## config.mk

```make
export PLATFORM = sky130hd
export DESIGN_NAME = lupi_ram
export DESIGN_NICKNAME = d
export VERILOG_FILES = /design/src/rtl/core/lupi_ram.sv
export SDC_FILE = /design/constraint.sdc
export NUM_CORES = 2
export LEC_CHECK = 0
export BUFFER_PORTS_ARGS = -buffer_cell sky130_fd_sc_hd__buf_2
export CELL_PAD_IN_SITES_DETAIL_PLACEMENT = 0
export CELL_PAD_IN_SITES_GLOBAL_PLACEMENT = 1
export CORE_MARGIN = 1.5
export CORE_UTILIZATION = 40
export CTS_CLUSTER_DIAMETER = 80
export CTS_CLUSTER_SIZE = 16
export DETAILED_ROUTE_END_ITERATION = 8
export PLACE_DENSITY_LB_ADDON = 0.1
export SYNTH_ARGS = -nofsm -noshare
export SYNTH_HDL_FRONTEND = slang
export SYNTH_SLANG_ARGS = --single-unit
export TNS_END_PERCENT = 20
```

## constraint.sdc

```tcl
create_clock -name clk -period 12 [get_ports clk]
set_input_delay 3.6 -clock clk [delete_from_list [all_inputs] [get_ports clk]]
set_output_delay 3.6 -clock clk [all_outputs]
set_load 0.05 [all_outputs]
```

## src/rtl/core/lupi_ram.sv

```systemverilog
// Generic single-write, single-read RAM with registered read data.
// No dependencies.
module lupi_ram #(
  parameter int WIDTH = 32,
  parameter int DEPTH = 64
) (
  input  logic                     clk,
  input  logic                     we,
  input  logic [$clog2(DEPTH)-1:0] waddr,
  input  logic [WIDTH-1:0]         wdata,
  input  logic [$clog2(DEPTH)-1:0] raddr,
  output logic [WIDTH-1:0]         rdata
);

  logic [WIDTH-1:0] mem [DEPTH];

  always_ff @(posedge clk) begin
    if (we) begin
      mem[waddr] <= wdata;
    end
    rdata <= mem[raddr];
  end

endmodule

```

==> out/metrics.yaml <==
run_status:
  status: "finished clean"
clock_tree:
  cts_buffers: 150
  clkSlewWorstSetupHoldPaths_ps: 70
  clock_path_buffers: 3
  cts.root.buffer_cell: "clkbuf_16"
  cts_tree: "done"
  h-tree-depth: 4
  numClockSinks: 2080
  cts_resized: 0
  holdBufCountCts: 0
  insertion_delay_ps: 800
  postCtsSetupBuffers: 0
timing:
  setup_viol: 0
  rsz0062_at_grt: "no"
  worst_slew_pin_slew_ps: 1250
  fmax_mhz: 148
  finalHoldViolCount: 0
  period_minus_slack_ps: 6770
  slew_headroom_pct: 16.5
  setup_tns_ps: 0
  skew_ps: 17.7
  drv_slew: 0
  period_share_pct: 56.5
  fin_ws_ps: 5230
synthesis:
  syn_nets: 3370
  synth_area_um2: 78500
  syn_area_per_cell_um2: 23.6
  ys_warn_count: 0
  seq_area_frac_synth_pct: 79.1
  syn_inst: 3324
  ys_seq_elements: 2080
  synthDistinctLibCells: 34
route:
  firstDrtPassIters: 5
  drtAntennaViolNets: 0
  drt-initial-drc-count: 4372
  drt_wl_total_um: 217000
  avgViaCountPerCell: 5.80
  routedWlPerCell_um: 34.9
  drc_errors: 0
  vias: 36000
place:
  gp_congestion: 0.727
  post-place-ws_ps: 4240
  portBuffers: 77
  detailed_place_hpwl_um: 112000
global_routing:
  grt_max_degree: 102
  grt_pass1_wl_um: 302000
  grt_pass1_vias: 37600
  grt_use_total_pct: 22.0
  overflow: 0
  antenna_found_initial: 17
critical_path:
  endpoint_kind: "flop"
  max_stage_delay_ps: 830
  critPathMostFrequentCell: "nor2_1"
  worstPathRequired_ps: 12640
  cp_slowest_cell: "a21oi_1"
  startpoint_type: "input port"
  path_cells: "buf_6 > buf_4 > nand2b_1 > o22ai_1 > nor2_1 > a21oi_1 > nor2_1"
  critical_path_class: "in -> reg"
  arrival_ps: 7410
  path_max_fanout: 53
finish:
  layout_common_cells: "edfxtp_1 (2048), mux4_2 (544), clkbuf_16 (159), buf_4 (94), mux2i_1 (93)"
  final_core_util_pct: 44.7
  final_common_cell: "edfxtp_1"
  drive_above_1_share_pct: 26.9
  areaGrowthSynthToFinish_pct: 10.9
  finalNetCount: 3516
floorplan:
  initial_core_util_pct: 40.3
  die_h_um: 446
  die_area_um2: 199000
  die_w_um: 446
  rows: 162
  coreArea_um2: 195000
  num_io_pins: 78
pwr:
  finalPower_mw: 13.7
  leakagePower_nw: 26.3
  ir_worst_vdd_v: 0.000158
  power_density_nw_per_um2: 158
min_path:
  hp-class: "reg -> reg"
flow_run:
  maxCapViolCount: 0
-- worst max-delay path: cells and delay by family --
family | cells | cell delay (ps)
buf+inv | 2 | 1260
simple gates | 3 | 1050
compound gates | 2 | 1440
-- synth_stat cells, drive strengths merged --
library cell | number | share of area [%]
nor2 | 137 | 0.65
or3 | 3 | 0.024
dfxtp | 32 | 0.82
clkbuf | 74 | 0.35
and3 | 4 | 0.032
a21oi | 62 | 0.40
mux2i | 93 | 1.2
a22oi | 12 | 0.11
and2 | 2 | 0.016
a311oi | 8 | 0.089
o221ai | 27 | 0.30
o22ai | 84 | 0.67
or2 | 3 | 0.024
nand2b | 8 | 0.064
nand3 | 5 | 0.032
nand2 | 26 | 0.12
nand4 | 2 | 0.016
or3b | 5 | 0.056
o32ai | 4 | 0.045
nand4b | 1 | 0.011
a31oi | 1 | 0.0080
nor2b | 15 | 0.12
buf | 108 | 0.77
nand3b | 5 | 0.048
mux4 | 544 | 16
a41o | 4 | 0.051
nor3 | 7 | 0.045
edfxtp | 2048 | 78
-- layout make-up --
cell class / instances / area, µm²
Fill cell: 16300 / 108000
Timing Repair Buffer: 176 / 1230
Clock buffer: 245 / 4310
Tap cell: 2624 / 3280
Sequential cell: 2080 / 62100
Clock inverter: 11 / 121
Multi-Input combinational cell: 1062 / 16000
Antenna cell: 6 / 15.0
-- kinds of logic after synthesis --
kind of cell,Yosys count,share of synthesized area [%]
buf+inv,182,1.13
mux,637,16.8
simple gates,223,1.27
compound gates,202,1.67
flops,2080,79.1
-- per-stage QoR --
stage / hold WS (ps) / cells / area, µm²
CTS: 734 / 6198 / 87100
global placement: 739 / 5942 / 82600
detailed placement: 711 / 5942 / 82600
floorplan: 663 / 3324 / 78500
global route: 856 / 6199 / 87100
finish: 742 / 6204 / 87100
-- routing by layer --
metal  up-vias  global-route usage [%]  wire [µm]
met3       262                    2.72      10400
met5         -                       0         13
met4         2                    5.46       5000
met2      1004                    36.7     108000
met1     20200                    31.0      93600
li1      14500                       -          -
-- registers in the layout, indices dropped and copies added, names as in the netlist --
| name | flops |
|---|---|
| mem | 2048 |
| rdata | 32 |
-- power by group --
part | total (mW) | switching [mW] | internal [mW]
clock network | 4.93 | 2.43 | 2.50
logic | 0.753 | 0.495 | 0.258
registers | 8.07 | 0.0329 | 8.04
-- final timing paths --
kind         startpoint  endpoint  slack (ps)  cells past startpoint
min reg2reg  mem[13][4]  rdata[4]         740                      4
min          mem[13][4]  rdata[4]         740                      4
max            raddr[3]  rdata[2]        5230                      7
max reg2reg  mem[55][0]  rdata[0]        9520                      4
Power figures use the tool's default switching activity.
