$ cat config.mk
export PLATFORM = sky130hd
export DESIGN_NAME = lupi_div
export DESIGN_NICKNAME = d
export VERILOG_FILES = /design/src/rtl/core/lupi_pkg.sv /design/src/rtl/core/lupi_div.sv
export SDC_FILE = /design/constraint.sdc
export NUM_CORES = 1
export LEC_CHECK = 0
export BUFFER_PORTS_ARGS = -buffer_cell sky130_fd_sc_hd__buf_4
export CAP_MARGIN = 20
export CORE_MARGIN = 1.5
export CORE_UTILIZATION = 60
export CTS_CLUSTER_DIAMETER = 60
export DETAILED_ROUTE_END_ITERATION = 10
export PLACE_DENSITY = 0.92
export SYNTH_ARGS = -nofsm -noshare
export SYNTH_HDL_FRONTEND = slang
export SYNTH_SLANG_ARGS = --single-unit
$ cat constraint.sdc
create_clock -name clk -period 7.3 [get_ports clk]
set_input_delay 1.095 -clock clk [delete_from_list [all_inputs] [get_ports clk]]
set_output_delay 1.095 -clock clk [all_outputs]
set_load 0.01 [all_outputs]
$ cat src/rtl/core/lupi_pkg.sv
// Shared types, constants and Q16.16 helpers for the LUP matrix inverse core.
// Used by lupi_div and lup_matrix_inverse_core; no dependencies.
package lupi_pkg;

  localparam int VALUE_W = 32;
  localparam int FRAC_W  = 16;
  localparam int QUOT_W  = VALUE_W + FRAC_W;

  localparam logic signed [VALUE_W-1:0] VAL_MAX = {1'b0, {(VALUE_W-1){1'b1}}};
  localparam logic signed [VALUE_W-1:0] VAL_MIN = {1'b1, {(VALUE_W-1){1'b0}}};
  localparam logic signed [VALUE_W-1:0] FIX_ONE = VALUE_W'(1) << FRAC_W;
  localparam logic signed [2*VALUE_W-1:0] FIX_HALF = (2*VALUE_W)'(1) << (FRAC_W - 1);

  localparam int NUM_ST = 34;

  typedef enum logic [NUM_ST-1:0] {
    S_LOAD    = NUM_ST'(1) << 0,
    S_INIT    = NUM_ST'(1) << 1,
    S_PRD     = NUM_ST'(1) << 2,
    S_PCMP    = NUM_ST'(1) << 3,
    S_PSW     = NUM_ST'(1) << 4,
    S_SWA     = NUM_ST'(1) << 5,
    S_SWB     = NUM_ST'(1) << 6,
    S_SWW1    = NUM_ST'(1) << 7,
    S_SWW2    = NUM_ST'(1) << 8,
    S_URD     = NUM_ST'(1) << 9,
    S_UGET    = NUM_ST'(1) << 10,
    S_LRD     = NUM_ST'(1) << 11,
    S_LDIV    = NUM_ST'(1) << 12,
    S_LWAIT   = NUM_ST'(1) << 13,
    S_ERA     = NUM_ST'(1) << 14,
    S_ERB     = NUM_ST'(1) << 15,
    S_EMUL    = NUM_ST'(1) << 16,
    S_ERND    = NUM_ST'(1) << 17,
    S_EWR     = NUM_ST'(1) << 18,
    S_LASTRD  = NUM_ST'(1) << 19,
    S_LASTCHK = NUM_ST'(1) << 20,
    S_YINIT   = NUM_ST'(1) << 21,
    S_MRD     = NUM_ST'(1) << 22,
    S_MMUL    = NUM_ST'(1) << 23,
    S_MRND    = NUM_ST'(1) << 24,
    S_MACC    = NUM_ST'(1) << 25,
    S_YST     = NUM_ST'(1) << 26,
    S_XINIT   = NUM_ST'(1) << 27,
    S_XDRD    = NUM_ST'(1) << 28,
    S_XDIV    = NUM_ST'(1) << 29,
    S_XWAIT   = NUM_ST'(1) << 30,
    S_ORD     = NUM_ST'(1) << 31,
    S_OLD     = NUM_ST'(1) << 32,
    S_OHOLD   = NUM_ST'(1) << 33
  } state_t;

  // a - b, saturated
  function automatic logic signed [VALUE_W-1:0] sat_sub(
    input logic signed [VALUE_W-1:0] a,
    input logic signed [VALUE_W-1:0] b
  );
    logic signed [VALUE_W:0] d;
    d = {a[VALUE_W-1], a} - {b[VALUE_W-1], b};
    if (d[VALUE_W] != d[VALUE_W-1]) begin
      return d[VALUE_W] ? VAL_MIN : VAL_MAX;
    end
    return d[VALUE_W-1:0];
  endfunction

  // full product to Q16.16: round half up, then saturate
  function automatic logic signed [VALUE_W-1:0] qround(
    input logic signed [2*VALUE_W-1:0] p
  );
    logic signed [2*VALUE_W-1:0] s;
    s = (p + FIX_HALF) >>> FRAC_W;
    if (s > (2*VALUE_W)'(VAL_MAX)) return VAL_MAX;
    if (s < (2*VALUE_W)'(VAL_MIN)) return VAL_MIN;
    return s[VALUE_W-1:0];
  endfunction

endpackage

$ cat src/rtl/core/lupi_div.sv
// Q16.16 divider: (num * 2^16) / den, truncated toward zero, saturated.
// Restoring radix-2, one quotient bit per cycle. Depends on lupi_pkg.
module lupi_div
  import lupi_pkg::*;
(
  input  logic                      clk,
  input  logic                      rst,
  input  logic                      start,
  input  logic signed [VALUE_W-1:0] num,
  input  logic signed [VALUE_W-1:0] den,
  output logic                      done,
  output logic signed [VALUE_W-1:0] quo
);

  localparam int CNT_W = $clog2(QUOT_W);

  logic                busy;
  logic [CNT_W-1:0]    cnt;
  logic [QUOT_W-1:0]   dvd;
  logic [VALUE_W-1:0]  rem;
  logic [VALUE_W-1:0]  dmag;
  logic                neg;
  logic                dzero;
  logic [VALUE_W:0]    rem_sh;
  logic [VALUE_W:0]    rem_sub;
  logic [VALUE_W-1:0]  nmag;

  assign nmag    = num[VALUE_W-1] ? VALUE_W'(-num) : VALUE_W'(num);
  assign rem_sh  = {rem, dvd[QUOT_W-1]};
  assign rem_sub = rem_sh - {1'b0, dmag};

  always_ff @(posedge clk) begin
    if (rst) begin
      busy <= 1'b0;
      done <= 1'b0;
      cnt  <= '0;
    end else begin
      done <= 1'b0;
      if (start) begin
        busy  <= 1'b1;
        cnt   <= '0;
        dvd   <= {nmag, {FRAC_W{1'b0}}};
        rem   <= '0;
        dmag  <= den[VALUE_W-1] ? VALUE_W'(-den) : VALUE_W'(den);
        neg   <= num[VALUE_W-1] ^ den[VALUE_W-1];
        dzero <= (den == '0);
      end else if (busy) begin
        if (!rem_sub[VALUE_W]) begin
          rem <= rem_sub[VALUE_W-1:0];
          dvd <= {dvd[QUOT_W-2:0], 1'b1};
        end else begin
          rem <= rem_sh[VALUE_W-1:0];
          dvd <= {dvd[QUOT_W-2:0], 1'b0};
        end
        if (cnt == CNT_W'(QUOT_W - 1)) begin
          busy <= 1'b0;
          done <= 1'b1;
        end
        cnt <= cnt + 1'b1;
      end
    end
  end

  always_comb begin
    if (dzero) begin
      quo = '0;
    end else if (neg) begin
      if (dvd > QUOT_W'({1'b1, {(VALUE_W-1){1'b0}}})) quo = VAL_MIN;
      else quo = VALUE_W'(-dvd);
    end else begin
      if (dvd > QUOT_W'(VAL_MAX)) quo = VAL_MAX;
      else quo = dvd[VALUE_W-1:0];
    end
  end

endmodule

==> summary.md, run 1 <==
| Metric | Value |
|---|---|
| Status | `finished, final reports clean` |
| CTS sink cnt | `around 120` |
| MaxCap Viol Count | `0` |
| IO Pins | `100` |
| Die area | `15300 um^2` |
| PwrDens | `221 nW/um^2` |
| Syn Nets | `1055` |
| PortBufs | `99` |
| Critical path class | `flop to output port` |
| Sequential power share | `39.7%` |
| Req. time, crit path | `6200 ps` |
| Post-synth EDFFs | `114` |
| DRC violations left | `0` |
| CP Cell Sequence | `inv_1 > ha_1 > nand2b_1 > or4_1 > nor3_1 > nand3_1 > nor3_1 > nand2_1 > or4_1 > a31o_2 > a311oi_1 > buf_4` |
| Clock buffer depth | `2` |
| Grt ovf | `0` |
| CTS clk-pin slew, worst paths | `about 60 ps` |
| Clock latency on the worst-skew pair | `around 420 ps` |
| Hold-fix buffers, CTS | `0` |
| Net Sw Power | `between 0.6 and 0.7 mW` |
| Vias in the first global route | `7012` |
| Post-synthesis async set-or-reset flop share | `0%` |
| Layout Cells excl Fill | `between 1000 and 1500` |
| Synth unique cells | `62` |
| Crit-path max FO | `30` |
| Worst Setup End Kind | `output port` |
| Vias/cell | `6.15` |
| Crit path largest cell delay | `500 ps` |
| Chip width | `approximately 120 um` |
| Core ar. | `around 14000 um^2` |
| Antenna viol nets, final | `0` |
| Tmin final | `slightly above 5000 ps` |
| Initial antenna violation count | `1` |
| R2r setup slk | `roughly 3600 ps` |
| RSZ-0062 raised after global routing | `no` |
| Switching share of power | `30.0%` |
| Synth Area per Inst | `9.16 um^2` |
| Worst Reg2Reg Path Length in Cells | `10` |
| Worst VDD drop | `around 0.00017 V` |
| Initial Util | `62.0%` |
| Slew @ Worst Pin | `slightly below 1000 ps` |
| Die H | `124 um` |
| GP Congestion | `0.924` |
| P_int | `between 1.5 and 2 mW` |
| Clk_skew | `10.4 ps` |
| Yosys Warn Count | `0` |
| Area grow syn2layout | `15.9%` |
| Final Hold Vio Count | `0` |
| Share of layout cells above drive strength 1 | `between 10% and 20%` |
| Cell count of the worst hold path | `2` |
| Largest net degree at the start of global routing | `92` |
| Final wirelength | `20800 um` |
| Power, Total | `2.23 mW` |
| Dpl hpwl | `14400 um` |
| 1st-iter DRT viols | `664` |
| Antenna Cells | `0` |
| CTS root buf | `clkbuf_16` |
| Worst setup margin | `2180 ps` |
| Mapped Cells | `951` |
| Total CTS buffers | `17` |
| Most used DFF post-synth | `edfxtp_1` |
| FF+latch count, synth | `between 100 and 150` |
| Vias | `7519` |
| Pre-antenna DRT Iters | `5` |
| Clk network pwr share | `between 30 and 40%` |
| Slew HR | `35.5%` |
| Final Slew Violations | `0` |
| # resized after CTS | `0` |
| Startpoint Class | `flop` |
| Comb pwr share | `26.5%` |
| Tcrit/Tclk final | `70.1%` |
| Worst hold path class | `flop to flop` |
| Slowest stage cell, crit path | `or4_1` |
| Fmax | `0.195 GHz` |
| Nets | `roughly 1100` |
| DR WL/cell | `17.0 um` |
| Setup TNS | `0 ps` |
| Post-Place Worst Slack | `about 2700 ps` |
| Row Count | `43` |
| Pleak | `3.95 nW` |
| CTS tree | `built` |
| Post-Place Cells | `1192` |
| Critical Path AT | `~4000 ps` |
| First-pass GRT wire length | `~33000 um` |
| Total GRT Usage | `approximately 28%` |
| H-tree levels | `4` |
| Synthesized cell area | `8710 um^2` |
| Post-synthesis sequential area ratio | `41.1%` |
| Post-CTS Setup Inserts | `0` |
| # setup viols final | `0` |
-- registers in the layout, summed over array words and instances (netlist names) --
register and count:
busy 1, rem 32, dmag 32, dzero 1
dvd 48, neg 1, cnt 6, done 1
-- Yosys cell counts (4+ instances only) --
master / count / area share [%]
nor2_1: 121 / 5.2
edfxtp_1: 114 / 39
a21oi_1: 86 / 4.9
nand2_1: 68 / 2.9
xnor2_1: 54 / 5.4
inv_1: 50 / 2.2
clkbuf_1: 41 / 1.8
o21ai_0: 38 / 2.2
ha_1: 36 / 5.2
xor2_1: 35 / 3.5
mux2i_1: 29 / 3.3
nor3_1: 24 / 1.4
nor2b_1: 22 / 1.6
o31ai_1: 18 / 1.6
a21o_1: 16 / 1.4
a311oi_1: 16 / 1.6
nand2b_1: 14 / 1.0
o22ai_1: 13 / 0.93
nand3_1: 12 / 0.69
nor4_1: 12 / 0.86
or3_1: 12 / 0.86
or4_1: 12 / 1.0
or2_2: 10 / 0.72
mux2_2: 9 / 1.2
dfxtp_1: 8 / 1.8
o41ai_1: 8 / 0.80
nand4_1: 7 / 0.50
and3_1: 5 / 0.36
nor3b_1: 5 / 0.43
o21a_1: 5 / 0.43
a211oi_1: 4 / 0.34
a31oi_1: 4 / 0.29
-- power groups by stage --
| stage | clock, mW | combinational [mW] | sequential [mW] |
|---|---|---|---|
| 5_1_grt | 0.796 | 0.651 | 0.893 |
| 2_1_floorplan | 0 | 0.433 | 0.887 |
| 4_1_cts | 0.760 | 0.585 | 0.886 |
| 3_3_place_gp | 0 | 0.554 | 0.896 |
| 6_report | 0.755 | 0.591 | 0.887 |
| 3_5_place_dp | 0 | 0.576 | 0.899 |
-- metal layers --
layer  share of wire (%)  vias up  GRT usage [%]  wire length (um)
li1                    -     3647              -                 -
met1                  42     3545           36.2              8790
met2                  49      284           45.8             10300
met3                 6.2       43           6.64              1300
met4                 2.1        0           10.3               434
met5                   0        -              0                 0
-- placed cells by master, fill, tap and decap left out, types with 4 or more instances in the layout --
| cell | netlist | final |
|---|---|---|
| or3_1 | 12 | 12 |
| a21oi_1 | 86 | 86 |
| mux2_2 | 9 | 9 |
| nand2b_1 | 14 | 14 |
| ha_1 | 36 | 36 |
| nand3_1 | 12 | 12 |
| or2_2 | 10 | 10 |
| o41ai_1 | 8 | 8 |
| o31ai_1 | 18 | 18 |
| and3_1 | 5 | 5 |
| o22ai_1 | 13 | 13 |
| dfxtp_1 | 8 | 8 |
| xor2_1 | 35 | 35 |
| o21a_1 | 5 | 5 |
| clkinv_2 | 0 | 5 |
| nor2b_1 | 22 | 22 |
| nor3_1 | 24 | 23 |
| edfxtp_1 | 114 | 114 |
| clkbuf_16 | 0 | 17 |
| o21ai_0 | 38 | 38 |
| a211oi_1 | 4 | 4 |
| mux2i_1 | 29 | 29 |
| nor4_1 | 12 | 12 |
| nand4_1 | 7 | 7 |
| a311oi_1 | 16 | 16 |
| a21o_1 | 16 | 16 |
| nand2_1 | 68 | 68 |
| inv_1 | 50 | 50 |
| nor2_1 | 121 | 119 |
| nor3b_1 | 5 | 5 |
| a31oi_1 | 4 | 4 |
| or4_1 | 12 | 12 |
| xnor2_1 | 54 | 54 |
| buf_4 | 0 | 106 |
-- path summary, 6_finish.rpt --
path               start       to
setup reg to reg  rem[0]  rem[29]
hold reg to reg   cnt[5]   cnt[5]
hold / removal    cnt[5]   cnt[5]
setup / recovery  dvd[1]   quo[6]
-- cell type report --
type	instances	area, um^2
repair buffers	106	796
clock buffers	20	437
fillers	989	3950
inverters	50	188
well taps	180	225
multi-input cells	734	4780
clock inverters	11	81.3
flip-flops and latches	122	3580
-- cells by family after synthesis --
kind of cell / share of synthesized area (%)
mux: 4.50
buf+inv: 4.14
compound gates: 16.9
fa+ha+maj: 5.40
xor+xnor: 8.95
flops: 41.1
simple gates: 19.0
-- through the flow --
step / hold WS, ps / instance area (um^2) / util [%]
5_1_grt: 557 / 10100 / 71.9
4_1_cts: 502 / 10100 / 71.9
6_report: 501 / 10100 / 71.9
3_3_place_gp: 474 / 9580 / 68.2
2_1_floorplan: 458 / 8710 / -
3_5_place_dp: 493 / 9580 / 68.2
-- worst max-delay path, delay by kind of cell, from the launching register on --
family	cells	cell delay, ps
buffers and inverters	2	290
adder cells (fa/ha/maj)	1	190
AND/OR/NAND/NOR	7	1870
AO/OA/AOI/OAI	2	820
flip-flops	1	420
Power figures use the tool's default switching activity.
==> run 2, diff against run 1 <==
--- a/config.mk
+++ b/config.mk
@@ -5,13 +5,14 @@
 export SDC_FILE = /design/constraint.sdc
 export NUM_CORES = 1
 export LEC_CHECK = 0
+export ABC_AREA = 1
 export BUFFER_PORTS_ARGS = -buffer_cell sky130_fd_sc_hd__buf_4
 export CAP_MARGIN = 20
 export CORE_MARGIN = 1.5
 export CORE_UTILIZATION = 60
 export CTS_CLUSTER_DIAMETER = 60
 export DETAILED_ROUTE_END_ITERATION = 10
-export PLACE_DENSITY = 0.92
+export PLACE_DENSITY = 0.91
 export SYNTH_ARGS = -nofsm -noshare
 export SYNTH_HDL_FRONTEND = slang
 export SYNTH_SLANG_ARGS = --single-unit
==> constraint.sdc (replaced) <==
create_clock -name clk -period 5.4 [get_ports clk]
set_input_delay 0.81 -clock clk [delete_from_list [all_inputs] [get_ports clk]]
set_output_delay 0.81 -clock clk [all_outputs]
set_load 0.01 [all_outputs]
==> summary.md, run 2 <==
| Metric | Value |
|---|---|
| # resized after CTS | `0 (unchanged)` |
| Worst Setup End Kind | `output port` |
| 1st-iter DRT viols | `1065 (+60%)` |
| First-pass GRT wire length | `47100 um (+42%)` |
| Biggest regs | `dvd: 48 flops, dmag: 32 flops, rem: 32 flops` |
| Post-synthesis async set-or-reset flop share | `0% (unchanged)` |
| Critical path class | `flop to output port` |
| Clock latency on the worst-skew pair | `430 ps (about the same)` |
| Clock buffer depth | `2 (unchanged)` |
| Vias/cell | `5.61 (-8.8%)` |
| Synth top area share | `33.0% (-6.3 points)` |
| Commonest cells in the netlist | `nand2_1, nor2_1, inv_1, edfxtp_1, nand3_1` |
| Pleak | `5.95 nW (+50%)` |
| Post-synth EDFFs | `114 (unchanged)` |
| Clk_skew | `13.7 ps (+3.34 ps)` |
| Worst hold path class | `flop to flop` |
| Startpoint Class | `flop` |
| CTS clk-pin slew, worst paths | `70 ps (about the same)` |
| RSZ-0062 raised after global routing | `no` |
| Critical Path AT | `3370 ps (-660 ps)` |
| Antenna viol nets, final | `0 (unchanged)` |
| IO Pins | `100 (unchanged)` |
| Area grow syn2layout | `14.4%` |
| DR WL/cell | `15.7 um (-8.2%)` |
| Most used DFF post-synth | `edfxtp_1` |
| Die H | `135 um (+9.0%)` |
| CTS sink cnt | `122 (unchanged)` |
| Synth Area per Inst | `6.72 um^2 (-27%)` |
| Setup TNS | `0 ps (unchanged)` |
| H-tree levels | `4 (unchanged)` |
| Crit-path max FO | `26 (-13%)` |
| Syn Nets | `1649 (+56%)` |
| Slew HR | `42.6% (+7.1 points)` |
| Synth unique cells | `50 (-19%)` |
| GP Congestion | `0.986 (+6.7%)` |
| Post-synthesis sequential area ratio | `34.5% (-6.6 points)` |
| Most frequent cells in the layout | `nand2_1, nor2_1, inv_1` |
| # setup viols final | `0 (unchanged)` |
| Post-CTS Setup Inserts | `0 (unchanged)` |
| Nets | `1740 (+53%)` |
| Slew @ Worst Pin | `859 ps (-107 ps)` |
| Tmin final | `between 4000 and 5000 ps` |
| Fmax | `~0.24 GHz` |
| CTS tree | `built` |
| R2R Path Start | `dvd[47]` |
| Mapped Cells | `1545 (+62%)` |
| Vias | `10500 (+39%)` |
| Core ar. | `16800 um^2 (+19%)` |
| PortBufs | `99 (unchanged)` |
| Total GRT Usage | `33.0% (+5.0 points)` |
| Largest net degree at the start of global routing | `79 (-14%)` |
| Req. time, crit path | `4590 ps (-1610 ps)` |
| Biggest register | `dvd` |
| Final wirelength | `29300 um (+40%)` |
| Leading cell type by number of instances after synthesis | `nand2_1` |
| Vias in the first global route | `9737 (+39%)` |
| Final Slew Violations | `0 (unchanged)` |
| Synth area leaders | `edfxtp_1, nand2_1, nor2_1, inv_1, xor2_1` |
| Commonest non-fill, non-tap cell in the layout | `nand2_1` |
| Tcrit/Tclk final | `77.4%` |
| Grt ovf | `0 (unchanged)` |
| Share of layout cells above drive strength 1 | `11.3% (-4.0 points)` |
| PwrDens | `277 nW/um^2 (+25%)` |
| MaxCap Viol Count | `0 (unchanged)` |
| Total CTS buffers | `17 (unchanged)` |
| Max reg flops | `48 (unchanged)` |
| Chip width | `135 um (+9.0%)` |
| Most area-hungry cell type in the Yosys netlist | `edfxtp_1` |
| HP Start | `cnt[5]` |
| Worst VDD drop | `0.000244 V (+40%)` |
| Row Count | `47 (+9.3%)` |
| Status | `finished, final reports clean` |
| Yosys Warn Count | `0 (unchanged)` |
| Initial Util | `62.0% (-0.064 points)` |
| FF+latch count, synth | `122 (unchanged)` |
| Synthesized cell area | `10400 um^2 (+19%)` |
| DRC violations left | `0 (unchanged)` |
| CTS root buf | `clkbuf_16` |
| Antenna Cells | `0 (unchanged)` |
| Final Hold Vio Count | `0 (unchanged)` |
| Power, Total | `3.29 mW (+47%)` |
| Hold-fix buffers, CTS | `0 (unchanged)` |
| Pre-antenna DRT Iters | `6 (+1)` |
| Worst Setup SP | `neg` |
| Dpl hpwl | `21900 um (+53%)` |
| Initial antenna violation count | `0 (-1)` |
| Die area | `18100 um^2 (+19%)` |
-- run 2: changes by cell type in the layout (fill, tap and decap cells not counted), sizes merged, moves of 22 or more --
cell / change
xor2: +29
nand2: +392
xnor2: -42
a21oi: -47
nor2: +148
inv: +221
mux2i: -29
nor2b: -22
nand3: +67
-- run 2: final timing paths --
check	end	slack, ps	cells after the start
hold reg to reg	cnt[5]	480	2
hold / removal	cnt[5]	480	2
setup / recovery	quo[22]	1220	5
setup reg to reg	rem[3]	2590	17
-- run 2: layout make-up --
class                   count  area [um^2]
clock inverters            13          114
repair buffers            103          773
inverters                 261          980
well taps                 220          275
multi-input cells        1131         5680
flip-flops and latches    122         3580
fillers                  1352         4880
clock buffers              19          475
-- run 2: where the power goes --
group | total, mW | internal, mW | switching, mW
sequential | 1.20 | 1.14 | 0.0607
clock | 1.15 | 0.660 | 0.487
combinational | 0.945 | 0.324 | 0.621
total | 3.29 | 2.12 | 1.17
-- run 2: routing by layer --
metal  GRT usage (%)  wire length, um  share of wire [%]
met1            42.8            11900                 41
met2            55.8            14100                 48
met3            5.52             2420                8.3
met4            11.5              828                2.8
met5               0                0                  0
-- run 2: worst max-delay path: stages, from the launching register on --
cell and delay (ps):
edfxtp_1 900, clkinv_1 690, nand3_1 820, nor2_1 120, a211oi_2 240, buf_4 170
-- run 2: per-stage QoR --
step | hold WS [ps] | worst slack [ps] | area, um^2 | std cells | util (%)
global route | 501 | 990 | 11900 | 1869 | 70.9
floorplan | 439 | 1600 | 10400 | 1545 | -
detailed placement | 474 | 1750 | 11300 | 1837 | 67.4
finish | 481 | 1220 | 11900 | 1869 | 70.9
global placement | 453 | 1810 | 11300 | 1837 | 67.4
CTS | 485 | 1300 | 11900 | 1869 | 70.9
-- run 2: cells by family (layout without fill, tap and decap cells) --
family | Yosys count | count (layout) | share of synthesized area, %
AO/OA/AOI/OAI | 137 | 137 | 8.03
XOR/XNOR | 76 | 76 | 6.41
adder cells (fa/ha/maj) | 37 | 37 | 4.53
buffers and inverters | 292 | 396 | 11.0
flip-flops | 122 | 122 | 34.5
AND/OR/NAND/NOR | 881 | 881 | 35.6
